$ cat config.mk
export PLATFORM = sky130hd
export DESIGN_NAME = rgb565_pixel_raster_op
export DESIGN_NICKNAME = d
export VERILOG_FILES = /design/src/rtl/rgb_rop_pkg.sv /design/src/rtl/rgb_rop_cfg.sv /design/src/rtl/rgb_rop_prep.sv /design/src/rtl/rgb_rop_mul.sv /design/src/rtl/rgb_rop_fold.sv /design/src/rtl/rgb565_pixel_raster_op.sv
export SDC_FILE = /design/constraint.sdc
export NUM_CORES = 2
export LEC_CHECK = 0
export ABC_AREA = 1
export BUFFER_PORTS_ARGS = -buffer_cell sky130_fd_sc_hd__buf_2
export CAP_MARGIN = 15
export CORE_MARGIN = 2
export CORE_UTILIZATION = 40
export CTS_BUF_LIST = sky130_fd_sc_hd__clkbuf_8 sky130_fd_sc_hd__clkbuf_16
export DETAILED_ROUTE_END_ITERATION = 6
export GPL_ROUTABILITY_DRIVEN = 0
export PLACE_DENSITY_LB_ADDON = 0.12
export SYNTH_ARGS = -nofsm -noshare
export SYNTH_HDL_FRONTEND = slang
export SYNTH_SLANG_ARGS = --single-unit
export TNS_END_PERCENT = 20
$ cat constraint.sdc
create_clock -name aclk -period 6.05 [get_ports aclk]
set_input_delay 1.21 -clock aclk [delete_from_list [all_inputs] [get_ports aclk]]
set_output_delay 1.21 -clock aclk [all_outputs]
set_load 0.05 [all_outputs]
$ cat src/rtl/rgb_rop_pkg.sv
// Shared types, codes and constants of the RGB565 raster-op block.
package rgb_rop_pkg;

    // Operation codes carried on the input tuser
    typedef enum logic [2:0] {
        OP_ALPHA  = 3'd0,
        OP_SINGLE = 3'd1,
        OP_LIGHT  = 3'd2,
        OP_ADD    = 3'd3,
        OP_GRAY   = 3'd4,
        OP_FILL   = 3'd5
    } op_t;

    // Configuration register indexes
    localparam logic [2:0] CFG_SPREAD_MASK = 3'd0;
    localparam logic [2:0] CFG_RED_SHIFT   = 3'd1;
    localparam logic [2:0] CFG_GREEN_SHIFT = 3'd2;
    localparam logic [2:0] CFG_GREEN_MASK  = 3'd3;
    localparam logic [2:0] CFG_BLUE_MASK   = 3'd4;
    localparam logic [2:0] CFG_SRC_KEY     = 3'd5;
    localparam logic [2:0] CFG_BLEND_COLOR = 3'd6;

    // Register reset values
    localparam logic [31:0] RST_SPREAD_MASK = 32'h07E0_F81F;
    localparam logic [3:0]  RST_RED_SHIFT   = 4'd11;
    localparam logic [3:0]  RST_GREEN_SHIFT = 4'd5;
    localparam logic [15:0] RST_GREEN_MASK  = 16'h07E0;
    localparam logic [15:0] RST_BLUE_MASK   = 16'h001F;
    localparam logic [15:0] RST_SRC_KEY     = 16'h0000;
    localparam logic [15:0] RST_BLEND_COLOR = 16'h0000;

    // Alpha that leaves the destination untouched, and the full weight
    localparam logic [4:0] ALPHA_KEEP  = 5'd31;
    localparam logic [5:0] ALPHA_FULL  = 6'd32;
    localparam int         BLEND_SHIFT = 5;

    // Divide by ten: x < 2^20, floor(x/10) = (x * ceil(2^24/10)) >> 24
    localparam int          GRAY_SUM_W  = 20;
    localparam int          GRAY_RCP_W  = 21;
    localparam int          GRAY_SHIFT  = 24;
    localparam logic [20:0] GRAY_RCP    = 21'd1677722;

    // Result source selected in the last stage
    typedef enum logic [1:0] {
        SEL_DIRECT = 2'd0,
        SEL_BLEND  = 2'd1,
        SEL_ADD    = 2'd2,
        SEL_GRAY   = 2'd3
    } sel_t;

    typedef struct packed {
        logic [31:0] spread_mask;
        logic [3:0]  red_shift;
        logic [3:0]  green_shift;
        logic [15:0] green_mask;
        logic [15:0] blue_mask;
        logic [15:0] src_key;
        logic [15:0] blend_color;
    } cfg_t;

    // Decoded item after the first stage
    typedef struct packed {
        sel_t        sel;
        logic        we;
        logic [15:0] direct_px;
        logic [31:0] spread_d;
        logic [31:0] spread_s;
        logic [15:0] wgt_d;
        logic [5:0]  wgt_s;
        logic [19:0] gray_sum;
    } prep_t;

    // Products after the second stage
    typedef struct packed {
        sel_t        sel;
        logic        we;
        logic [15:0] direct_px;
        logic [31:0] prod_d;
        logic [31:0] prod_s;
        logic [15:0] gray_t;
    } prod_t;

endpackage

$ cat src/rtl/rgb_rop_cfg.sv
// Configuration register file of the raster-op block.
module rgb_rop_cfg (
    input  logic                aclk,
    input  logic                aresetn,
    input  logic                cfg_wr_en,
    input  logic [2:0]          cfg_index,
    input  logic [31:0]         cfg_wdata,
    output rgb_rop_pkg::cfg_t   cfg
);
    import rgb_rop_pkg::*;

    cfg_t cfg_reg;
    cfg_t cfg_next;

    // Decode the write index
    always_comb begin
        cfg_next = cfg_reg;
        if (cfg_wr_en) begin
            case (cfg_index)
                CFG_SPREAD_MASK: cfg_next.spread_mask = cfg_wdata;
                CFG_RED_SHIFT:   cfg_next.red_shift   = cfg_wdata[3:0];
                CFG_GREEN_SHIFT: cfg_next.green_shift = cfg_wdata[3:0];
                CFG_GREEN_MASK:  cfg_next.green_mask  = cfg_wdata[15:0];
                CFG_BLUE_MASK:   cfg_next.blue_mask   = cfg_wdata[15:0];
                CFG_SRC_KEY:     cfg_next.src_key     = cfg_wdata[15:0];
                CFG_BLEND_COLOR: cfg_next.blend_color = cfg_wdata[15:0];
                default:         cfg_next = cfg_reg;
            endcase
        end
    end

    always_ff @(posedge aclk) begin
        if (!aresetn) begin
            cfg_reg.spread_mask <= RST_SPREAD_MASK;
            cfg_reg.red_shift   <= RST_RED_SHIFT;
            cfg_reg.green_shift <= RST_GREEN_SHIFT;
            cfg_reg.green_mask  <= RST_GREEN_MASK;
            cfg_reg.blue_mask   <= RST_BLUE_MASK;
            cfg_reg.src_key     <= RST_SRC_KEY;
            cfg_reg.blend_color <= RST_BLEND_COLOR;
        end else begin
            cfg_reg <= cfg_next;
        end
    end

    assign cfg = cfg_reg;

endmodule

$ cat src/rtl/rgb_rop_prep.sv
// Stage 1: op decode, keying, channel spreading, weights and gray sum.
module rgb_rop_prep (
    input  logic                aclk,
    input  logic                aresetn,
    input  rgb_rop_pkg::cfg_t   cfg,
    input  logic                in_valid,
    output logic                in_ready,
    input  logic [2:0]          in_op,
    input  logic [15:0]         in_src,
    input  logic [15:0]         in_dst,
    input  logic [4:0]          in_alpha,
    output logic                out_valid,
    input  logic                out_ready,
    output rgb_rop_pkg::prep_t  out_data
);
    import rgb_rop_pkg::*;

    logic        valid_reg;
    prep_t       data_reg;
    prep_t       data_next;
    logic        keyed;
    logic [15:0] red_v;
    logic [15:0] green_v;
    logic [15:0] blue_v;

    assign keyed = (cfg.src_key != 16'h0000) && (in_src == cfg.src_key);

    // Gray channel extraction
    assign red_v   = in_src >> cfg.red_shift;
    assign green_v = (in_src & cfg.green_mask) >> cfg.green_shift;
    assign blue_v  = in_src & cfg.blue_mask;

    always_comb begin
        data_next.sel       = SEL_DIRECT;
        data_next.we        = 1'b0;
        data_next.direct_px = in_dst;
        data_next.spread_d  = {in_dst, in_dst} & cfg.spread_mask;
        data_next.spread_s  = {in_src, in_src} & cfg.spread_mask;
        data_next.wgt_d     = 16'd0;
        data_next.wgt_s     = 6'd0;
        data_next.gray_sum  = {4'b0, red_v} * 20'd3 + {4'b0, green_v} * 20'd6
                            + {4'b0, blue_v};
        case (op_t'(in_op))
            OP_ALPHA, OP_SINGLE: begin
                if (in_alpha != ALPHA_KEEP && !keyed) begin
                    data_next.we = 1'b1;
                    if (in_alpha == 5'd0 ||
                        (op_t'(in_op) == OP_SINGLE && in_src != cfg.blend_color)) begin
                        data_next.direct_px = in_src;
                    end else begin
                        data_next.sel   = SEL_BLEND;
                        data_next.wgt_d = {11'b0, in_alpha};
                        data_next.wgt_s = ALPHA_FULL - {1'b0, in_alpha};
                    end
                end
            end
            OP_LIGHT: begin
                // Blend toward black: the source term weighs nothing
                data_next.we    = 1'b1;
                data_next.sel   = SEL_BLEND;
                data_next.wgt_d = in_src & cfg.blue_mask;
            end
            OP_ADD: begin
                if (!keyed) begin
                    data_next.we    = 1'b1;
                    data_next.sel   = SEL_ADD;
                    data_next.wgt_d = 16'd1;
                    data_next.wgt_s = 6'd1;
                end
            end
            OP_GRAY: begin
                if (!keyed) begin
                    data_next.we  = 1'b1;
                    data_next.sel = SEL_GRAY;
                end
            end
            OP_FILL: begin
                if (in_src != cfg.src_key) begin
                    data_next.we        = 1'b1;
                    data_next.direct_px = cfg.blend_color;
                end
            end
            default: data_next.we = 1'b0;
        endcase
    end

    assign in_ready = !valid_reg || out_ready;

    always_ff @(posedge aclk) begin
        if (!aresetn) begin
            valid_reg <= 1'b0;
        end else if (in_ready) begin
            valid_reg <= in_valid;
        end
    end

    always_ff @(posedge aclk) begin
        if (in_ready && in_valid) begin
            data_reg <= data_next;
        end
    end

    assign out_valid = valid_reg;
    assign out_data  = data_reg;

endmodule

$ cat src/rtl/rgb_rop_mul.sv
// Stage 2: channel weighting products and the divide-by-ten reciprocal product.
module rgb_rop_mul (
    input  logic                aclk,
    input  logic                aresetn,
    input  logic                in_valid,
    output logic                in_ready,
    input  rgb_rop_pkg::prep_t  in_data,
    output logic                out_valid,
    input  logic                out_ready,
    output rgb_rop_pkg::prod_t  out_data
);
    import rgb_rop_pkg::*;

    logic                              valid_reg;
    prod_t                             data_reg;
    prod_t                             data_next;
    logic [47:0]                       mul_d;
    logic [37:0]                       mul_s;
    logic [GRAY_SUM_W+GRAY_RCP_W-1:0]  mul_g;

    // Channel weighting products are kept modulo 2^32
    assign mul_d = in_data.spread_d * in_data.wgt_d;
    assign mul_s = in_data.spread_s * in_data.wgt_s;
    assign mul_g = in_data.gray_sum * GRAY_RCP;

    always_comb begin
        data_next.sel       = in_data.sel;
        data_next.we        = in_data.we;
        data_next.direct_px = in_data.direct_px;
        data_next.prod_d    = mul_d[31:0];
        data_next.prod_s    = mul_s[31:0];
        data_next.gray_t    = mul_g[GRAY_SHIFT +: 16];
    end

    assign in_ready = !valid_reg || out_ready;

    always_ff @(posedge aclk) begin
        if (!aresetn) begin
            valid_reg <= 1'b0;
        end else if (in_ready) begin
            valid_reg <= in_valid;
        end
    end

    always_ff @(posedge aclk) begin
        if (in_ready && in_valid) begin
            data_reg <= data_next;
        end
    end

    assign out_valid = valid_reg;
    assign out_data  = data_reg;

endmodule

$ cat src/rtl/rgb_rop_fold.sv
// Stage 3: weighted sum, scale, fold back to 16 bits, gray pack, output register.
module rgb_rop_fold (
    input  logic                aclk,
    input  logic                aresetn,
    input  rgb_rop_pkg::cfg_t   cfg,
    input  logic                in_valid,
    output logic                in_ready,
    input  rgb_rop_pkg::prod_t  in_data,
    output logic                out_valid,
    input  logic                out_ready,
    output logic [15:0]         out_pixel,
    output logic                out_we
);
    import rgb_rop_pkg::*;

    logic        valid_reg;
    logic [15:0] pixel_reg;
    logic [15:0] pixel_next;
    logic        we_reg;
    logic [31:0] sum;
    logic [31:0] scaled;
    logic [31:0] masked;
    logic [15:0] folded;
    logic [15:0] gray_px;

    // Blend scales by 1/32, additive keeps the raw sum
    assign sum    = in_data.prod_d + in_data.prod_s;
    assign scaled = (in_data.sel == SEL_ADD) ? sum : (sum >> BLEND_SHIFT);
    assign masked = scaled & cfg.spread_mask;
    assign folded = masked[31:16] | masked[15:0];

    // Replicate the gray level into each channel position
    assign gray_px = (in_data.gray_t << cfg.red_shift) | (in_data.gray_t << cfg.green_shift)
                   | in_data.gray_t;

    always_comb begin
        case (in_data.sel)
            SEL_BLEND, SEL_ADD: pixel_next = folded;
            SEL_GRAY:           pixel_next = gray_px;
            default:            pixel_next = in_data.direct_px;
        endcase
    end

    assign in_ready = !valid_reg || out_ready;

    always_ff @(posedge aclk) begin
        if (!aresetn) begin
            valid_reg <= 1'b0;
        end else if (in_ready) begin
            valid_reg <= in_valid;
        end
    end

    always_ff @(posedge aclk) begin
        if (in_ready && in_valid) begin
            pixel_reg <= pixel_next;
            we_reg    <= in_data.we;
        end
    end

    assign out_valid = valid_reg;
    assign out_pixel = pixel_reg;
    assign out_we    = we_reg;

endmodule

$ cat src/rtl/rgb565_pixel_raster_op.sv
// Top level of the RGB565 pixel raster-op pipeline.
//
// Input stream: one transfer per pixel carrying source pixel, destination
// pixel and alpha on s_tdata and the operation code on s_tuser. Output
// stream: one transfer per input transfer, in order, with the new
// destination pixel on m_tdata and the write flag on m_tuser.
// An input transfer passes three registered stages (decode/spread,
// multiply, sum/fold/output register) on its way to m_tvalid.
// Throughput is one pixel per cycle while m_tready stays high.
// Each stage holds its item while the next one is full, so when the
// receiver drops m_tready the stages fill up one by one and s_tready falls
// only once all three hold data; nothing is lost or repeated.
// Reset clears all stage valid bits and loads the register defaults
// (RGB565 layout, no color key, blend color black).
// Configuration registers are to be written through cfg_wr_en/cfg_index/cfg_wdata
// by the user only while the pipeline is empty; the block does not enforce it.
module rgb565_pixel_raster_op (
    input  logic        aclk,
    input  logic        aresetn,
    // Configuration write port
    input  logic        cfg_wr_en,
    input  logic [2:0]  cfg_index,
    input  logic [31:0] cfg_wdata,
    // Input stream
    input  logic        s_tvalid,
    output logic        s_tready,
    input  logic [39:0] s_tdata,   // src_pixel[15:0], dst_pixel[31:16], alpha[36:32], zero
    input  logic [2:0]  s_tuser,   // op[2:0]
    // Result stream
    output logic        m_tvalid,
    input  logic        m_tready,
    output logic [15:0] m_tdata,   // out_pixel[15:0]
    output logic [0:0]  m_tuser    // write_enable[0]
);
    import rgb_rop_pkg::*;

    cfg_t  cfg;
    prep_t prep_data;
    prod_t prod_data;
    logic  prep_valid;
    logic  prep_ready;
    logic  prod_valid;
    logic  prod_ready;
    logic  out_we;

    rgb_rop_cfg u_cfg (
        .aclk      (aclk),
        .aresetn   (aresetn),
        .cfg_wr_en (cfg_wr_en),
        .cfg_index (cfg_index),
        .cfg_wdata (cfg_wdata),
        .cfg       (cfg)
    );

    rgb_rop_prep u_prep (
        .aclk      (aclk),
        .aresetn   (aresetn),
        .cfg       (cfg),
        .in_valid  (s_tvalid),
        .in_ready  (s_tready),
        .in_op     (s_tuser),
        .in_src    (s_tdata[15:0]),
        .in_dst    (s_tdata[31:16]),
        .in_alpha  (s_tdata[36:32]),
        .out_valid (prep_valid),
        .out_ready (prep_ready),
        .out_data  (prep_data)
    );

    rgb_rop_mul u_mul (
        .aclk      (aclk),
        .aresetn   (aresetn),
        .in_valid  (prep_valid),
        .in_ready  (prep_ready),
        .in_data   (prep_data),
        .out_valid (prod_valid),
        .out_ready (prod_ready),
        .out_data  (prod_data)
    );

    rgb_rop_fold u_fold (
        .aclk      (aclk),
        .aresetn   (aresetn),
        .cfg       (cfg),
        .in_valid  (prod_valid),
        .in_ready  (prod_ready),
        .in_data   (prod_data),
        .out_valid (m_tvalid),
        .out_ready (m_tready),
        .out_pixel (m_tdata),
        .out_we    (out_we)
    );

    assign m_tuser = out_we;

endmodule

==> flow_summary.ini <==
[synthesis]
synth_nets = 6926
syn_inst = 5891
syn-cell-area_um2 = 45610
synth_top_family_by_area = adder cells
ys_ff_latch = 348
ys_seq_area_share_pct = 20.56
post_synth_fa_ha_maj_area_fraction_pct = 35.74
synthSimpleGateAreaFrac_pct = 19.83
synth_xor_xnor_area_share_pct = 2.861
synth-compound-area-share_pct = 7.363
synth_mux_area_share_pct = 0.1756
ys_types = 63
synthFlopType = edfxtp_1
syn_avg_cell_area_um2 = 7.743
synth_edf_count = 241
yosysWarnings = 0
synth-async-reset-ratio_pct = 0

[critical_path]
slowest_stage = fa_1
crit_type = reg -> reg
endpoint_kind = flip-flop
worstPathArrival_ps = 6150
crit_top_cell = fa_1
critPathMaxFanout = 15
required_ps = 6360
cpPeakStageDelay_ps = 580
crit_chain = buf_12 -> nand2_1 -> fa_1 -> inv_1 -> fa_1 -> inv_1 -> fa_1 -> inv_1 -> fa_1 -> fa_1 -> inv_1 -> fa_1 -> inv_1 -> ha_1 -> nand2_1 -> nor2_1 -> nand4_1 -> o211ai_1 -> a21oi_1 -> nor2_1 -> nor2_1 -> xnor2_1
startpoint_type = flip-flop
reg2reg_setup_slack_ps = 210
critical_path_buf_inv_count = 6
path_delay_family = adder cells

[sta]
fin_skew_ps = 41.45
holdWs_ps = 419.9
min_period_over_period_pct = 96.54
tightest_slew_ps = 1147
finalSetupViolations = 0
hold_viol_final = 0
post-route-min-period_ps = 5840
rsz0062_at_grt = yes
fmax_mhz = 171.2
relSlewSlack_pct = 23.50
worst_slack_ps = 209.5
slew_violations = 0

[cts]
numCtsBuffers = 38
clock_path_buffers = 3
clkLatencyLatePin_ps = 600
h-tree-depth = 2
cts_root_buf = clkbuf_16
clock-sinks = 348
cts_hold_buf = 0
cts_tree = built
path_clk_slew_ps = 60

[floorplanning]
io-pin-count = 102
start_util_pct = 40.43
dieArea_um2 = 116700
core.rowCount = 123
core_area_um2 = 112800
die_y_um = 341.7
die_w_um = 341.7

[global_routing]
grt_pass1_wl_mm = 222.1
gr-total-overflow = 0
antenna_found_initial = 7
grt_max_degree = 114
grt_usage_pct = 24.81
grt_pass1_vias = 37700

[drt]
ant_nets = 0
wl_per_cell_um = 18.80
vias = 38080
routed_wl_mm = 143.2
drt_iter0_markers = 3347
first_pass_iters = 6
drcViolationCount = 0
vias_per_cell = 5.001

[job]
cap_violations = 0

[finish]
fill_cells = 11530
post-route-cell-area_um2 = 50900
area_delta_synth_final_pct = 11.58
finish.utilization_pct = 45.12
drive_above_1_share_pct = 8.113
largest_register_ffs = 125
nets = 7119

[placed_design]
port_buffers = 98
dp_slack_ps = -268.2
dp_hpwl_mm = 118.3
placed_cell_area_um2 = 49130

[outcome]
status = finished clean

[hold_path]
hold_path.class = reg -> reg
layout make-up:
class | count | area [um^2] | area share [%]
Inverter | 1387 | 5216 | 10.25
Timing Repair Buffer | 363 | 2834 | 5.568
Antenna cell | 2 | 5.005 | 0.009833
Sequential cell | 348 | 9380 | 18.43
Tap cell | 1500 | 1877 | 3.687
Multi-Input combinational cell | 3946 | 30240 | 59.42
Clock inverter | 30 | 365.4 | 0.7178
Clock buffer | 40 | 978.4 | 1.922
metal layers:
layer | GRT usage, % | wire length (um) | vias up
li1 | - | - | 18300
met1 | 34.25 | 63230 | 18530
met2 | 41.27 | 67530 | 1077
met3 | 3.089 | 8793 | 180
met4 | 6.186 | 3602 | 0
met5 | 0 | 0 | -
Yosys cell counts (8+ instances only):
cell type,number,area share [%]
nand2_1,1529,13
xnor2_1,53,1.0
o21ai_0,252,2.8
and2_1,10,0.14
o21ai_1,13,0.14
inv_1,1379,11
edfxtp_1,241,16
a21oi_1,203,2.2
o211ai_1,23,0.38
buf_1,17,0.14
nor4_1,8,0.11
fa_1,585,26
o21bai_1,8,0.13
nand3b_1,15,0.25
a31oi_1,17,0.23
mux2i_1,8,0.18
nand3_1,244,2.7
dfxtp_1,107,4.7
nand4_1,38,0.52
nor2_1,329,2.7
clkbuf_1,136,1.1
a21o_1,20,0.33
xor2_1,96,1.8
nor3_1,31,0.34
buf_2,42,0.46
ha_1,367,10
o22ai_1,26,0.36
cells in the final DEF (no fill, tap or decap), drive strengths merged, types with 6 or more instances in the layout:
| cell type | n |
|---|---|
| o21bai | 10 |
| clkbuf | 40 |
| o22ai | 26 |
| dfxtp | 107 |
| xor2 | 96 |
| nand2 | 1537 |
| mux2i | 8 |
| ha | 367 |
| a21oi | 204 |
| nor3 | 32 |
| bufinv | 6 |
| nand3b | 15 |
| or2 | 6 |
| o21ai | 272 |
| and2 | 10 |
| o21a | 6 |
| edfxtp | 241 |
| buf | 363 |
| xnor2 | 53 |
| fa | 585 |
| nor2 | 333 |
| nand4 | 38 |
| a21o | 20 |
| o211ai | 23 |
| nor4 | 9 |
| nand3 | 248 |
| inv | 1394 |
| clkinv | 15 |
| a31oi | 17 |
cell families (layout without fill, tap and decap cells):
family / after synthesis / count (layout)
xor+xnor: 149 / 149
fa+ha+maj: 952 / 952
buf+inv: 1597 / 1820
simple gates: 2232 / 2232
other cells: 0 / 2
flops: 348 / 348
mux: 8 / 8
compound gates: 605 / 605
final timing paths:
path / from / endpoint / depth (start not counted)
worst max-delay path: u_prep.out_data[33]$_DFFE_PP_ / u_mul.out_data[71]$_DFFE_PP_ / 22
worst min-delay path: u_prep.out_data[124]$_DFFE_PP_ / u_mul.out_data[98]$_DFFE_PP_ / 0
worst max register to register: u_prep.out_data[33]$_DFFE_PP_ / u_mul.out_data[71]$_DFFE_PP_ / 22
worst min register to register: u_prep.out_data[124]$_DFFE_PP_ / u_mul.out_data[98]$_DFFE_PP_ / 0
stage by stage:
step | instances | setup TNS (ps)
finish | 7616 | 0
floorplan | 5891 | 0
global route | 7614 | -17.30
detailed placement | 7515 | -1325
CTS | 7585 | 0
global placement | 7515 | -1501
what timing repair did:
item	CTS	global route
resized for setup	0	27
buffers inserted	0	29
endpoints found under the setup margin	0	26
Power is not shown: default switching activity piles up to over one toggle a cycle in this logic, so the estimate is an artifact.
